File: config.mk
export PLATFORM = sky130hd
export DESIGN_NAME = lfpa_ram
export DESIGN_NICKNAME = d
export VERILOG_FILES = /design/src/hw/rtl/lfpa_pkg.sv /design/src/hw/rtl/lfpa_ram.sv
export SDC_FILE = /design/constraint.sdc
export NUM_CORES = 2
export LEC_CHECK = 0
export BUFFER_PORTS_ARGS = -buffer_cell sky130_fd_sc_hd__buf_2
export CAP_MARGIN = 0
export CORE_MARGIN = 2
export CORE_UTILIZATION = 50
export DETAILED_ROUTE_END_ITERATION = 7
export PLACE_DENSITY = 0.68
export SLEW_MARGIN = 20
export SYNTH_ARGS = -nofsm -noshare
export SYNTH_HDL_FRONTEND = slang
export SYNTH_SLANG_ARGS = --single-unit
File: constraint.sdc
create_clock -name clk -period 7.13 [get_ports clk]
set_clock_uncertainty 0.15 [all_clocks]
set_input_delay 1.426 -clock clk [delete_from_list [all_inputs] [get_ports clk]]
set_output_delay 1.426 -clock clk [all_outputs]
set_load 0.01 [all_outputs]
File: src/hw/rtl/lfpa_pkg.sv
package lfpa_pkg;

	localparam int PAGES    = 4096;
	localparam int PAGE_W   = 12;
	localparam int CNT_W    = 13;
	localparam int BIT_W    = 6;
	localparam int ROW_W    = PAGE_W - BIT_W;
	localparam int WORD_W   = 1 << BIT_W;
	localparam int ROWS     = 1 << ROW_W;

	localparam logic REQ_ALLOC   = 1'b0;
	localparam logic REQ_RELEASE = 1'b1;

	typedef enum logic [1:0] {
		ST_IDLE,
		ST_LOOK,
		ST_CALC,
		ST_DONE
	} st_t;

	typedef struct packed {
		logic               en;
		logic [ROW_W-1:0]   addr;
		logic [WORD_W-1:0]  data;
	} ram_wr_t;

	// result of a lowest-set-bit search over one 64-bit word
	typedef struct packed {
		logic               found;
		logic [BIT_W-1:0]   idx;
	} lsb_t;

endpackage

File: src/hw/rtl/lfpa_ram.sv
module lfpa_ram (
	input  logic                          clk,
	input  lfpa_pkg::ram_wr_t             wr,
	input  logic                          rd_en,
	input  logic [lfpa_pkg::ROW_W-1:0]    rd_addr,
	output logic [lfpa_pkg::WORD_W-1:0]   rd_data
);

	logic [lfpa_pkg::WORD_W-1:0] mem [lfpa_pkg::ROWS];

	always_ff @(posedge clk) begin
		if (wr.en) begin
			mem[wr.addr] <= wr.data;
		end
	end

	always_ff @(posedge clk) begin
		if (rd_en) begin
			rd_data <= mem[rd_addr];
		end
	end

endmodule

# Word level (Yosys, flattened, before mapping)
# Memory sizes are Yosys's and may differ from the RTL's. A register that Yosys moved wholly into a read port is not among the register bits.
# Cells that the tools add are included.
dict set report totals {
  out_inout_bits 64
  ram_bits 4096
  reg_bits 0
  input_bits 79
  mem_count 1
}
dict set report classes {
  muxes 2
}
# name words width read_ports rd_clocked_by_memory_dff wr line_no
set mem_list {}
lappend mem_list {mem 64 64 1 1 1 lfpa_ram.sv:9} ;# logic [lfpa_pkg::WORD_W-1:0] mem [lfpa_pkg::ROWS];
# operator count
set ops {}
lappend ops {{two-way mux 1 bit} 2}

# Longest topological paths before layout
dict set report logic_depth {
  ltp_word 2
  mapped_depth 9
}

# Worst setup path before layout
# OpenSTA, ideal clock, no wires.
dict set report synth_timing {
  kind {input -> register}
  start {input wr[67] (netlist name)}
  end {memory mem[48][0] (netlist name), enable pin}
  path_stages 4
  required_ns 6.416
  n_path_buf 1
  arrival_time_ns 6.298
  setup_slack_ns 0.118
  path_cell_list {clkbuf_1 > nor2b_1 > nand4b_1 > nor3_1}
}
# item line_no
set synth_rtl {}
lappend synth_rtl {{start: declaration} lfpa_ram.sv:3} ;# input lfpa_pkg::ram_wr_t wr,
lappend synth_rtl {{end: declaration} lfpa_ram.sv:9}
# Straight into the memory's write port.

==> flow_summary.yaml <==
worst_setup_path:
  reg2reg_from: "mem[11][62]$_DFFE_PP_"
  criticalPathCategory: "in -> reg"
  rr_endpoint: "rd_data[62]$_DFFE_PP_"
  endpoint_kind: "flip-flop"
  rrSetupSlack_ps: 4590
  crit_required_ps: 7610
  reg2reg_depth: 5
  cp-start-kind: "primary input"
  critPathArrivalTime_ps: 4430
  worst-path-max-fanout: 87
floorplan:
  fp.dieW_microns: 564
  die_y_microns: 564
  boundaryPins: 143
  core_sq_um: 312000
  die-area_sq_um: 318000
  start_util_pct: 50.3
  rows: 205
cts:
  cts_root_buf: "clkbuf_16"
  htree_levels: 5
  cts_tree: "built"
  clkLatencyLatePin_ps: 950
  cts_made_buffers: 404
  path_clk_slew_ps: 60
  clock-sinks: 4160
  cts_hold_buf: 0
  ctsResizeCount: 0
  cts_buffer_depth: 4
  cts_setup_buffers: 0
placed_design:
  portBuffers: 142
  place_area_sq_um: 164000
  gp_congestion: 0.816
  post-place-ws_ps: 2290
  place_hpwl_microns: 221000
synthesis:
  syn_inst: 6598
  muxShareOfSynthArea_pct: 15.6
  synthesis.area_sq_um: 157000
  async_flop_share_pct: 0
  synth_top_family_by_area: "multiplexers"
  synth_compound_area_share_pct: 2.47
  synthXorXnorAreaFrac_pct: 0
  syn_nets: 6677
  synth_ff_type: "edfxtp_1"
  ys_seq_area_share_pct: 79.6
  synthAdderAreaFrac_pct: 0
  synthDistinctLibCells: 32
  synthSimpleGateAreaFrac_pct: 1.23
  synth-edff-count: 4160
  synthTopCellsByArea: "edfxtp_1 80%, mux4_2 15%, mux2i_1 0.86%, a22oi_1 0.80%, buf_2 0.54%"
  yosys-top-cells-count: "4160 x edfxtp_1, 1024 x mux4_2, 170 x buf_2"
  synth_area_leader_cell: "edfxtp_1"
  ys_seq_elements: 4160
  syn_avg_cell_area_sq_um: 23.8
  synth_top_area_share_pct: 79.6
  yosysMostFrequentCell: "edfxtp_1"
  yosysWarnings: 0
power_and_ir_drop:
  power_leakage_nw: 55.1
  p_sw_share_pct: 20.9
  switchingPower_mw: 10.7
  peakVddDrop_mv: 0.260
  power.density_nw_per_um2: 288
  power_mw: 51.1
  p_clk_share_pct: 42.3
  power_frac_comb_pct: 4.5
  power_frac_seq_pct: 53.3
  internal-power_mw: 40.4
sta:
  maxSlewViolCount: 0
  rsz0062_at_grt: "no"
  setup_slack_ps: 3180
  finalHoldViolCount: 0
  clock.fmax_mhz: 253
  relSlewSlack_pct: 16.2
  fin_setup_tns_ps: 0
  fin_crit_ps: 3950
  max_slew.worst_pin.slew_ps: 1250
  fin_crit_sh_pct: 55.4
  setup_viol: 0
detailed_routing:
  ant_nets: 0
  drc: 0
  drt-initial-drc-count: 11500
  m1WireLength_microns: 155000
  vias: 76200
  met3_length_microns: 46200
  route.met2.wl_microns: 204000
  routed_wl_microns: 421000
  top_layer_used: "met5"
  first_pass_iters: 6
  viasPerCell: 6.64
  wire_per_inst_microns: 36.7
final_layout:
  final.fill_count: 21900
  layout-area-overhead-vs-synth_pct: 13.0
  drive_gt1_share_pct: 28.1
  finalNetCount: 7066
  post-route-cell-area_sq_um: 177000
global_routing:
  grt_max_degree: 118
  track_usage_pct: 26.5
  grt_pass1_wl_microns: 588000
  grt_pass1_vias: 75800
  antenna_found_initial: 35
  grt_overflow: 0
run:
  max-cap-violations: 0
min_path:
  holdPathEnd: "rd_data[28]$_DFFE_PP_"
  hold_depth: 4
  hp-start: "mem[46][28]$_DFFE_PP_"
  hp-class: "reg -> reg"
status:
  status: "complete, no violations"
[registers in the layout (all words and copies together), names as in the netlist]
register,cells
mem,4096
rd_data,64
[critical path: stages]
cell      delay [ps]
buf_12           400
buf_12           490
mux4_2           600
mux2i_1          200
o22ai_1          110
a41oi_1          560
a211oi_1          90
[layout make-up]
cell class	count	area (sq um)	share of cell area, %
flip-flops and latches	4160	125000	70.4
multi-input cells	2049	30800	17.3
clock buffers	471	10500	5.91
well taps	4140	5180	2.92
repair buffers	353	3060	1.72
clock inverters	268	2890	1.63
inverters	19	71.3	0.0402
diodes	18	45.0	0.0254
[layer usage]
layer  GRT usage [%]  vias to the layer above
met4            10.2                       22
met5               0                        -
met2            42.2                     4948
li1                -                    29400
met1            36.5                    41100
met3            5.23                      771
[cell usage in the layout (no fill, tap or decap), types with 28 or more instances in the layout]
master / Yosys / routed
nand3_1: 45 / 45
buf_2: 170 / 108
or2_2: 28 / 28
clkbuf_16: 0 / 410
clkinv_1: 0 / 104
a211oi_1: 63 / 63
or3_1: 29 / 29
nor2_4: 0 / 65
a22oi_1: 168 / 168
mux4_2: 1024 / 1024
and3_1: 64 / 64
buf_12: 0 / 50
clkbuf_1: 140 / 61
nor2_1: 112 / 47
mux2i_1: 135 / 135
nand2_1: 58 / 55
edfxtp_1: 4160 / 4160
a22o_1: 88 / 88
o22ai_1: 83 / 83
clkinv_2: 0 / 68
o221ai_1: 38 / 38
bufinv_16: 0 / 53
buf_4: 34 / 191
[stage by stage]
stage                     util (%)  hold WS, ps  std cells
final                         56.8          793      11500
after global routing          56.8          774      11500
after detailed placement      52.5          764      10700
after CTS                     56.8          781      11500
after floorplan                  -          715       6598
after global placement        52.5          751      10700
[how the worst max path moves through the flow]
stage                             to  cells after the start  slack [ps]        from
3_3_place_gp   rd_data[32]$_DFFE_PP_                      8        2340  rd_addr[0]
2_1_floorplan   mem[48][0]$_DFFE_PP_                      4         120      wr[67]
5_1_grt        rd_data[52]$_DFFE_PP_                      7        3050  rd_addr[0]
4_1_cts        rd_data[36]$_DFFE_PP_                      7        3250  rd_addr[0]
3_5_place_dp   rd_data[36]$_DFFE_PP_                      7        2290  rd_addr[0]
6_report       rd_data[53]$_DFFE_PP_                      7        3180  rd_addr[0]
[power groups by stage]
| stage | logic (mW) | clock network, mW | registers, mW |
|---|---|---|---|
| 5_1_grt | 2.40 | 22.7 | 27.2 |
| 2_1_floorplan | 1.26 | 0 | 27.7 |
| 3_5_place_dp | 2.27 | 0 | 27.8 |
| 6_report | 2.28 | 21.6 | 27.2 |
| 3_3_place_gp | 2.22 | 0 | 27.8 |
| 4_1_cts | 2.27 | 21.8 | 27.3 |
[cells by family (layout without fill, tap and decap cells)]
family                 after synthesis  count (layout)
AOI/OAI and AO/OA                  504             504
DFF                               4160            4160
muxes                             1159            1159
other                                0              18
and+or+nand+nor                    386             386
buffers and inverters              389            1111
Note: power is estimated with default switching activity, not from simulation.
