==> config.mk <==
export PLATFORM = sky130hd
export DESIGN_NAME = lfpa_lsb
export DESIGN_NICKNAME = d
export VERILOG_FILES = /design/src/hw/rtl/lfpa_pkg.sv /design/src/hw/rtl/lfpa_lsb.sv
export SDC_FILE = /design/constraint.sdc
export NUM_CORES = 1
export LEC_CHECK = 0
export ABC_AREA = 1
export ABC_CLOCK_PERIOD_IN_PS = 8300
export BUFFER_PORTS_ARGS = -buffer_cell sky130_fd_sc_hd__buf_2
export CORE_UTILIZATION = 48
export DETAILED_ROUTE_END_ITERATION = 10
export PLACE_DENSITY = 0.91
export SLEW_MARGIN = 20
export SYNTH_ARGS = -nofsm -noshare
export SYNTH_HDL_FRONTEND = slang
export SYNTH_SLANG_ARGS = --single-unit
==> constraint.sdc <==
create_clock -name vclk -period 8.3
set_input_delay 0.83 -clock vclk [all_inputs]
set_output_delay 0.83 -clock vclk [all_outputs]
set_load 0.05 [all_outputs]
==> src/hw/rtl/lfpa_pkg.sv <==
package lfpa_pkg;

	localparam int PAGES    = 4096;
	localparam int PAGE_W   = 12;
	localparam int CNT_W    = 13;
	localparam int BIT_W    = 6;
	localparam int ROW_W    = PAGE_W - BIT_W;
	localparam int WORD_W   = 1 << BIT_W;
	localparam int ROWS     = 1 << ROW_W;

	localparam logic REQ_ALLOC   = 1'b0;
	localparam logic REQ_RELEASE = 1'b1;

	typedef enum logic [1:0] {
		ST_IDLE,
		ST_LOOK,
		ST_CALC,
		ST_DONE
	} st_t;

	typedef struct packed {
		logic               en;
		logic [ROW_W-1:0]   addr;
		logic [WORD_W-1:0]  data;
	} ram_wr_t;

	// result of a lowest-set-bit search over one 64-bit word
	typedef struct packed {
		logic               found;
		logic [BIT_W-1:0]   idx;
	} lsb_t;

endpackage

==> src/hw/rtl/lfpa_lsb.sv <==
module lfpa_lsb (
	input  logic [lfpa_pkg::WORD_W-1:0] vec,
	output lfpa_pkg::lsb_t              res
);

	always_comb begin
		res.found = |vec;
		res.idx   = '0;
		// scan from the top so the lowest set bit wins
		for (int i = lfpa_pkg::WORD_W - 1; i >= 0; i--) begin
			if (vec[i]) begin
				res.idx = lfpa_pkg::BIT_W'(i);
			end
		end
	end

endmodule

# --- After elaboration in Yosys (flattened, before gate mapping) ---
# Index checks and enable logic that the tools add are counted.
word_totals:
  register_bits: 0
  latch_bits: 0
  ramBits: 0
  mem_bits_ro: 0
  in_bits: 64
  out_inout_bits: 7
  wordCells: 65
  mem_count: 0
op_classes:
  n_addsub: 0
  n_mul: 0
  n_div: 0
  n_lt_le_gt_ge: 0
  n_eq_ne: 0
  shifts: 0
  mux: 64
  bitwise_logic: 0
  reduce_logical: 1
ops:
  columns: ["cell", "n"]
  rows:
  - ["$mux W6", 64]
  - ["$reduce_or A64 Y1", 1]

# --- Longest topological paths before layout ---
# Gate-level depths: netlist of the first run.
depth:
  word_depth: 64
  ltp_mapped: 63

# --- Worst setup path after synthesis of the first run ---
# No wires, ideal clock.
synth_path:
  kind: "input port to output port"
  start: "input port vec[62] in the netlist's numbering"
  end: "output port res[0] in the netlist's numbering"
  arrival_time_ns: 3.903
  required_time_ns: 7.470
  slack_ns: 3.567
  stages: 63
  n_path_buf: 0
  cell_sequence: "inv_1 nand2_1 nand2_1 nand2_1 nand2_1 nand2_1 nand2_1 nand2_1 nand2_1 nand2_1 nand2_1 nand2_1 nand2_1 nand2_1 nand2_1 nand2_1 nand2_1 nand2_1 [... 27 more ...] nand2_1 nand2_1 nand2_1 nand2_1 nand2_1 nand2_1 nand2_1 nand2_1 nand2_1 nand2_1 nand2_1 nand2_1 nand2_1 nand2_1 nand2_1 nand2_1 nand2_1 a21oi_2"
synth_lines:
  columns: ["element", "line", "text"]
  rows:
  - ["start: declaration", "lfpa_lsb.sv:2", "input logic [lfpa_pkg::WORD_W-1:0] vec,"]
  - ["end: declaration", "lfpa_lsb.sv:3", "output lfpa_pkg::lsb_t res"]

==> flow_summary.yaml, run 1 <==
status:
  status: "completed"
global_route:
  track_usage: 0.193
  grt-ovfl-total: 0
  grt_pass1_vias: 1059
  grt_max_degree: 4
  grt_antenna_before_repair: 0
  grt_pass1_wl_mm: 3.45
worst_hold_path:
  hold_path_end: "res[0]"
  min_from: "vec[0]"
  hold_path.class: "input pin to primary output"
  holdPathStages: 3
power:
  power.internal_mw: 0.0275
  p_per_area_mw_per_mm2: 38.0
  irDropWorstVdd_uv: 23.9
  cellLeakagePower_nw: 0.999
  comb_power_share: 1.000
  power.switching_mw: 0.0263
  power.share.clock: 0
  swShare: 0.488
  finalPower_mw: 0.0538
  pwr-share-seq: 0
cts:
  cts_setup_buffers: 0
  postCtsResizedCells: 0
  hold_buffers: 0
flow_run:
  max-cap-violations: 0
setup_path:
  cp.arrival_ps: 4110
  critPathBufInv: 3
  required_ps: 7470
  cpMaxStageDelayCell: "buf_2"
  critPathMostFrequentCell: "nand2_1"
  start_kind: "input pin"
  critPathKind: "input pin to primary output"
  worstPathMaxFanout: 2
  crit_family: "simple AND/OR/NAND/NOR gates"
  worstSetupEndpointType: "primary output"
  max_stage_delay_ps: 260
placed_design:
  dpl_cell_area_mm2: 0.00141
  portBuffers: 71
  place_hpwl_mm: 2.11
  place_congestion: 0.732
  dp_cells: 333
yosys:
  yosys.area_share.simple: 0.579
  synth_area_mm2: 0.00102
  muxShareOfSynthArea: 0
  avgSynthCellArea_um2: 4.36
  synth_xor_area_frac: 0
  synth_compound_area_frac: 0.0745
  synth.distinct_cells: 16
  ys_seq_area_frac: 0
  syn-num-nets: 299
  synth_cells: 235
  yosys_warnings: 0
  synth_top_family_by_area: "simple AND/OR/NAND/NOR gates"
  yosys.area_share.adder: 0
finish:
  finalInstanceArea_mm2: 0.00141
  nClkBuffers: 0
  fin_nets: 372
  fillers: 205
  drive_above_1_share: 0.268
  area_delta_synth_final_pct: 38.0
  antenna_cells: 0
  regArea_um2: 0
  multiInputGateArea_um2: 669
  nFlopsAndLatches: 0
  layout_common_cells: "100 x nand2_1, 71 x buf_2, 59 x inv_1, 44 x nor2_1, 7 x bufinv_8"
  fin_cells: 333
  final_util: 0.713
  layout_commonest_cell: "nand2_1"
sta:
  worstMarginPinSlew_ps: 412
  slew_headroom: 0.723
  fin_tns_setup_ps: 0
  hold_violations: 0
  fmax_mhz: 202
  fin_crit_ps: 4940
  setup_viol: 0
  rsz0062_at_grt: "false"
  slew_violations: 0
  fin_crit_sh: 0.595
floorplanning:
  start_util: 0.517
  die_x_um: 48.2
  dieArea_mm2: 0.00232
  fp-row-count: 16
  num_io_pins: 71
  die_h_um: 48.2
  core_area_mm2: 0.00198
drt:
  routed_wl_mm: 2.20
  wl_per_cell_um: 6.60
  drc_errors: 0
  route.vias.total: 1393
  drt_pass1_iterations: 4
  vias_per_cell: 4.18
  postRouteAntennaNets: 0
  drt_iter0_markers: 15
[power groups by stage]
stage,clock network (mW),registers [mW],logic (mW)
5_1_grt,0,0,0.0626
3_5_place_dp,0,0,0.0543
4_1_cts,0,0,0.0545
3_3_place_gp,0,0,0.0533
6_report,0,0,0.0538
2_1_floorplan,0,0,0.0320
[synth_stat cells]
| library cell | number | share of area |
|---|---|---|
| a211oi_1 | 1 | 0.0073 |
| a311oi_1 | 1 | 0.0085 |
| a21oi_1 | 4 | 0.020 |
| a21oi_2 | 1 | 0.0085 |
| nand2_1 | 100 | 0.37 |
| inv_2 | 3 | 0.011 |
| inv_1 | 59 | 0.22 |
| bufinv_8 | 7 | 0.12 |
| o21bai_1 | 1 | 0.0073 |
| nand3_1 | 6 | 0.029 |
| nor2_1 | 44 | 0.16 |
| o21ai_0 | 2 | 0.0098 |
| o31ai_1 | 1 | 0.0073 |
| nor4_1 | 2 | 0.012 |
| a31oi_1 | 1 | 0.0061 |
| nor3_1 | 2 | 0.0098 |
[how the worst max path moves through the flow]
| stage | endpoint | from | cells past startpoint |
|---|---|---|---|
| 6_report | res[0] | vec[62] | 65 |
| 5_1_grt | res[0] | vec[62] | 65 |
| 4_1_cts | res[0] | vec[62] | 65 |
| 3_5_place_dp | res[0] | vec[62] | 65 |
| 3_3_place_gp | res[0] | vec[62] | 65 |
| 2_1_floorplan | res[0] | vec[62] | 63 |
[routing by layer]
| layer | wire length [µm] | GRT usage | up-vias |
|---|---|---|---|
| met4 | 0 | 0 | 0 |
| met2 | 1090 | 0.405 | 37 |
| met3 | 142 | 0.0222 | 0 |
| met1 | 970 | 0.213 | 546 |
| li1 | - | - | 810 |
| met5 | 0 | 0 | - |
[cell type report]
class | count | area share
multi-input cells | 166 | 0.473
repair buffers | 71 | 0.251
inverters | 69 | 0.251
well taps | 27 | 0.0239
[kinds of logic after synthesis]
logic type,after synthesis
AO/OA/AOI/OAI,12
buffers and inverters,69
AND/OR/NAND/NOR,154
[per-stage QoR]
step	hold WS (ps)	setup slack [ps]
after floorplan	1750	3570
after global placement	2000	3360
after detailed placement	2000	3310
after CTS	2000	3290
after global routing	2020	2690
final	2000	3360
No activity file was read; power rests on OpenSTA's default activity.
==> inputs of run 2 (changes only) <==
ABC_AREA = 0   (was 1)
ABC_CLOCK_PERIOD_IN_PS = 4800   (was 8300)
CORE_UTILIZATION = 42   (was 48)
PLACE_DENSITY = 0.85   (was 0.91)
clock period = 4.8 ns   (was 8.3 ns; I/O delays follow)
==> flow_summary.yaml, run 2 <==
sta:
  setup_viol: 0
  fmax_mhz: 404
  worstMarginPinSlew_ps: 459
  slew_violations: 0
  hold_violations: 0
  slew_headroom: 0.691
  fin_crit_sh: 0.516
  fin_crit_ps: 2480
  rsz0062_at_grt: "false"
  fin_tns_setup_ps: 0
drt:
  drt_pass1_iterations: 4
  wl_per_cell_um: 11.2
  drt_iter0_markers: 22
  route.vias.total: 1376
  drc_errors: 0
  routed_wl_mm: 2.73
  vias_per_cell: 5.66
  postRouteAntennaNets: 0
yosys:
  yosys_warnings: 0
  synth_cells: 145
  post-synth-top-count-cell: "nor2_1"
  avgSynthCellArea_um2: 6.12
  syn-num-nets: 209
  synth_area_um2: 887
  synth_area_leaders: "nor4_1 11%, nor2_1 8.0%, nor3_1 6.8%, a21oi_1 5.6%, nor4_4 4.8%"
  synth_top_cell_by_area: "nor4_1"
  synth_common_cells: "19 x nor2_1, 16 x nor4_1, 12 x nor3_1"
  ys_seq_area_frac: 0
  synth_top_area_share: 0.113
  synth.distinct_cells: 40
finish:
  nClkBuffers: 0
  regArea_um2: 0
  fin_nets: 282
  area_delta_synth_final_pct: 43.9
  layout_common_cells: "71 x buf_2, 19 x nor2_1, 16 x nor4_1, 12 x nor3_1"
  nFlopsAndLatches: 0
  layout_commonest_cell: "buf_2"
  drive_above_1_share: 0.366
  antenna_cells: 0
setup_path:
  worstPathMaxFanout: 4
  required_ps: 4320
  start_kind: "input pin"
  critPathKind: "input pin to primary output"
  cp.arrival_ps: 2000
  worstSetupEndpointType: "primary output"
power:
  finalPower_mw: 0.0830
  swShare: 0.570
  power.internal_mw: 0.0357
  power.switching_mw: 0.0473
  p_per_area_mw_per_mm2: 65.1
  cellLeakagePower_nw: 0.528
  pwr-share-seq: 0
  irDropWorstVdd_uv: 33.3
  power.share.clock: 0
  comb_power_share: 1.000
flow_run:
  max-cap-violations: 0
floorplanning:
  num_io_pins: 71
  start_util: 0.448
  die_x_um: 48.0
  core_area_mm2: 0.00198
  dieArea_mm2: 0.00230
  fp-row-count: 16
  die_h_um: 48.0
global_route:
  grt_max_degree: 6
  grt_pass1_wl_mm: 4.01
  grt_antenna_before_repair: 0
  grt-ovfl-total: 0
  grt_pass1_vias: 1079
  track_usage: 0.233
placed_design:
  portBuffers: 71
  place_congestion: 0.806
  place_hpwl_mm: 2.41
cts:
  hold_buffers: 0
  postCtsResizedCells: 0
  cts_setup_buffers: 0
status:
  status: "completed"
worst_hold_path:
  hold_path.class: "input pin to primary output"
==> run 2: changes by cell type after synthesis, sizes merged, moves of 5 or more <==
| cell | change |
|---|---|
| or4 | +5 |
| nor3 | +10 |
| inv | -52 |
| nor2b | +5 |
| o21ai | +5 |
| bufinv | -7 |
| nand2 | -91 |
| a21oi | +5 |
| nor2 | -24 |
| nor4 | +16 |
==> run 2: cell type report <==
class	instances	area, µm²
Timing Repair Buffer	71	355
Multi-Input combinational cell	135	850
Inverter	10	37.5
Tap cell	27	33.8
Fill cell	217	706
==> run 2: kinds of logic (layout without fill, tap and decap cells) <==
| family | after synthesis | in the layout | synth area share |
|---|---|---|---|
| AND/OR/NAND/NOR | 88 | 88 | 0.594 |
| buffers and inverters | 10 | 81 | 0.0423 |
| AO/OA/AOI/OAI | 47 | 47 | 0.364 |
==> run 2: worst max-delay path: stages <==
cell and delay, ps:
buf_2 120, or4_4 560, nor2b_2 140, nand3_1 110, nor4_1 290, buf_2 300
==> run 2: worst paths after layout <==
path	depth (start not counted)	to	start	slack (ps)
max	6	res[5]	vec[15]	2320
min	5	res[3]	vec[1]	1410
==> run 2: power groups by stage <==
stage	Clock (mW)	Combinational [mW]	Sequential, mW
after detailed placement	0	0.0822	0
after global placement	0	0.0813	0
after global routing	0	0.0922	0
after CTS	0	0.0826	0
final	0	0.0830	0
after floorplan	0	0.0319	0
==> run 2: routing by layer <==
| metal | routed length, µm | track usage |
|---|---|---|
| met4 | 0 | 0 |
| met5 | 0 | 0 |
| met1 | 1300 | 0.295 |
| met2 | 1270 | 0.457 |
| met3 | 160 | 0.00755 |
==> run 2: metrics by stage <==
step / cell area [µm²] / cells / hold WS [ps] / worst slack (ps) / util
2_1_floorplan: 887 / 145 / 1230 / 1500 / -
3_3_place_gp: 1280 / 243 / 1410 / 2300 / 0.644
3_5_place_dp: 1280 / 243 / 1410 / 2310 / 0.644
4_1_cts: 1280 / 243 / 1410 / 2310 / 0.644
5_1_grt: 1280 / 243 / 1440 / 2220 / 0.644
6_report: 1280 / 243 / 1410 / 2320 / 0.644
==> inputs of run 3 (changes only) <==
ABC_CLOCK_PERIOD_IN_PS = 2400   (was 4800)
clock period = 2.4 ns   (was 4.8 ns; I/O delays follow)
==> flow_summary.yaml, run 3 (synthesized netlist as in run 2, its figures left out) <==
status:
  status: "completed"
sta:
  fin_crit_sh: 0.835
  fin_crit_ps: 2000
  rsz0062_at_grt: "false"
  slew_violations: 0
  fmax_mhz: 499
  slew_headroom: 0.689
  fin_tns_setup_ps: 0
  hold_violations: 0
  worstMarginPinSlew_ps: 463
  setup_viol: 0
  final.setup.worst_slack_ps: 396
drt:
  route.vias.total: 1398
  postRouteAntennaNets: 0
  vias_per_cell: 5.73
  drc_errors: 0
  drt_iter0_markers: 22
  wl_per_cell_um: 11.1
  routed_wl_mm: 2.72
  drt_pass1_iterations: 4
floorplanning:
  fp-row-count: 16
  die_h_um: 48.0
  core_area_mm2: 0.00198
  num_io_pins: 71
  start_util: 0.448
  die_x_um: 48.0
  dieArea_mm2: 0.00230
finish:
  regArea_um2: 0
  fin_nets: 283
  fin_cells: 244
  layout_commonest_cell: "buf_2"
  nFlopsAndLatches: 0
  multiInputGateArea_um2: 863
  drive_above_1_share: 0.378
  antenna_cells: 0
  area_delta_synth_final_pct: 46.3
  fillers: 197
  nClkBuffers: 0
  final_util: 0.655
  layout_common_cells: "71 x buf_2, 19 x nor2_1, 15 x nor4_1, 12 x nor3_1"
cts:
  hold_buffers: 0
  postCtsResizedCells: 0
  cts_setup_buffers: 0
worst_hold_path:
  min_from: "vec[1]"
  hold_path.class: "input pin to primary output"
setup_path:
  cp.arrival_ps: 1760
  critPathMostFrequentCell: "buf_2"
  worstSetupEndpointType: "primary output"
  start_kind: "input pin"
  worstPathMaxFanout: 3
  max_stage_delay_ps: 540
  required_ps: 2160
  cp_cell_sequence: "buf_2, or4_4, nor4b_4, nand3_2, nor2_2, nand3b_1, buf_2"
  cp-startpoint: "vec[62]"
  critPathKind: "input pin to primary output"
  cpMaxStageDelayCell: "or4_4"
global_route:
  grt_antenna_before_repair: 0
  track_usage: 0.231
  grt_pass1_vias: 1106
  grt_pass1_wl_mm: 4.02
  grt_max_degree: 6
  grt-ovfl-total: 0
placed_design:
  place_hpwl_mm: 2.46
  dp_cells: 244
  portBuffers: 71
  dp_slack_ps: 396
  place_congestion: 0.813
power:
  cellLeakagePower_nw: 0.535
  swShare: 0.566
  power.share.clock: 0
  power.internal_mw: 0.0722
  irDropWorstVdd_uv: 71.8
  power.switching_mw: 0.0943
  comb_power_share: 1.000
  pwr-share-seq: 0
  p_per_area_mw_per_mm2: 128
flow_run:
  max-cap-violations: 0
## run 3: cell count changes in the layout (fill, tap and decap cells not counted), sizes merged
cell / previous run / this run
buf: 71 / 72
## run 3: worst max-delay path: cells and delay by family
family / cells / cell delay [ps]
buffers and inverters: 2 / 320
AND/OR/NAND/NOR: 5 / 1200
## run 3: cell type report
cell class                 count  share of cell area
inverter                      10              0.0289
multi-input combinational    135               0.665
timing repair buffer          72               0.280
tap                           27              0.0260
## run 3: metal layers
layer  track usage  vias to the layer above  part of all wire
met2         0.454                       56              0.49
li1              -                      727                 -
met5             0                        -                 0
met1         0.264                      611              0.43
met4        0.0500                        0             0.014
met3        0.0189                        4             0.065
## run 3: final timing paths
kind / endpoint / cells past startpoint / slack [ps]
setup / recovery: res[6] / 7 / 400
hold / removal: res[3] / 5 / 940
## run 3: stage by stage
step | hold WS, ps | power [mW] | cell area, µm²
3_5_place_dp | 940 | 0.165 | 1300
4_1_cts | 941 | 0.166 | 1300
6_report | 939 | 0.167 | 1300
5_1_grt | 985 | 0.184 | 1300
2_1_floorplan | 725 | 0.0650 | 901
3_3_place_gp | 933 | 0.164 | 1300
## run 3: power by group through the flow
stage	clock network [mW]	logic, mW	registers [mW]
floorplan	0	0.0650	0
global placement	0	0.164	0
detailed placement	0	0.165	0
CTS	0	0.166	0
global route	0	0.184	0
finish	0	0.167	0
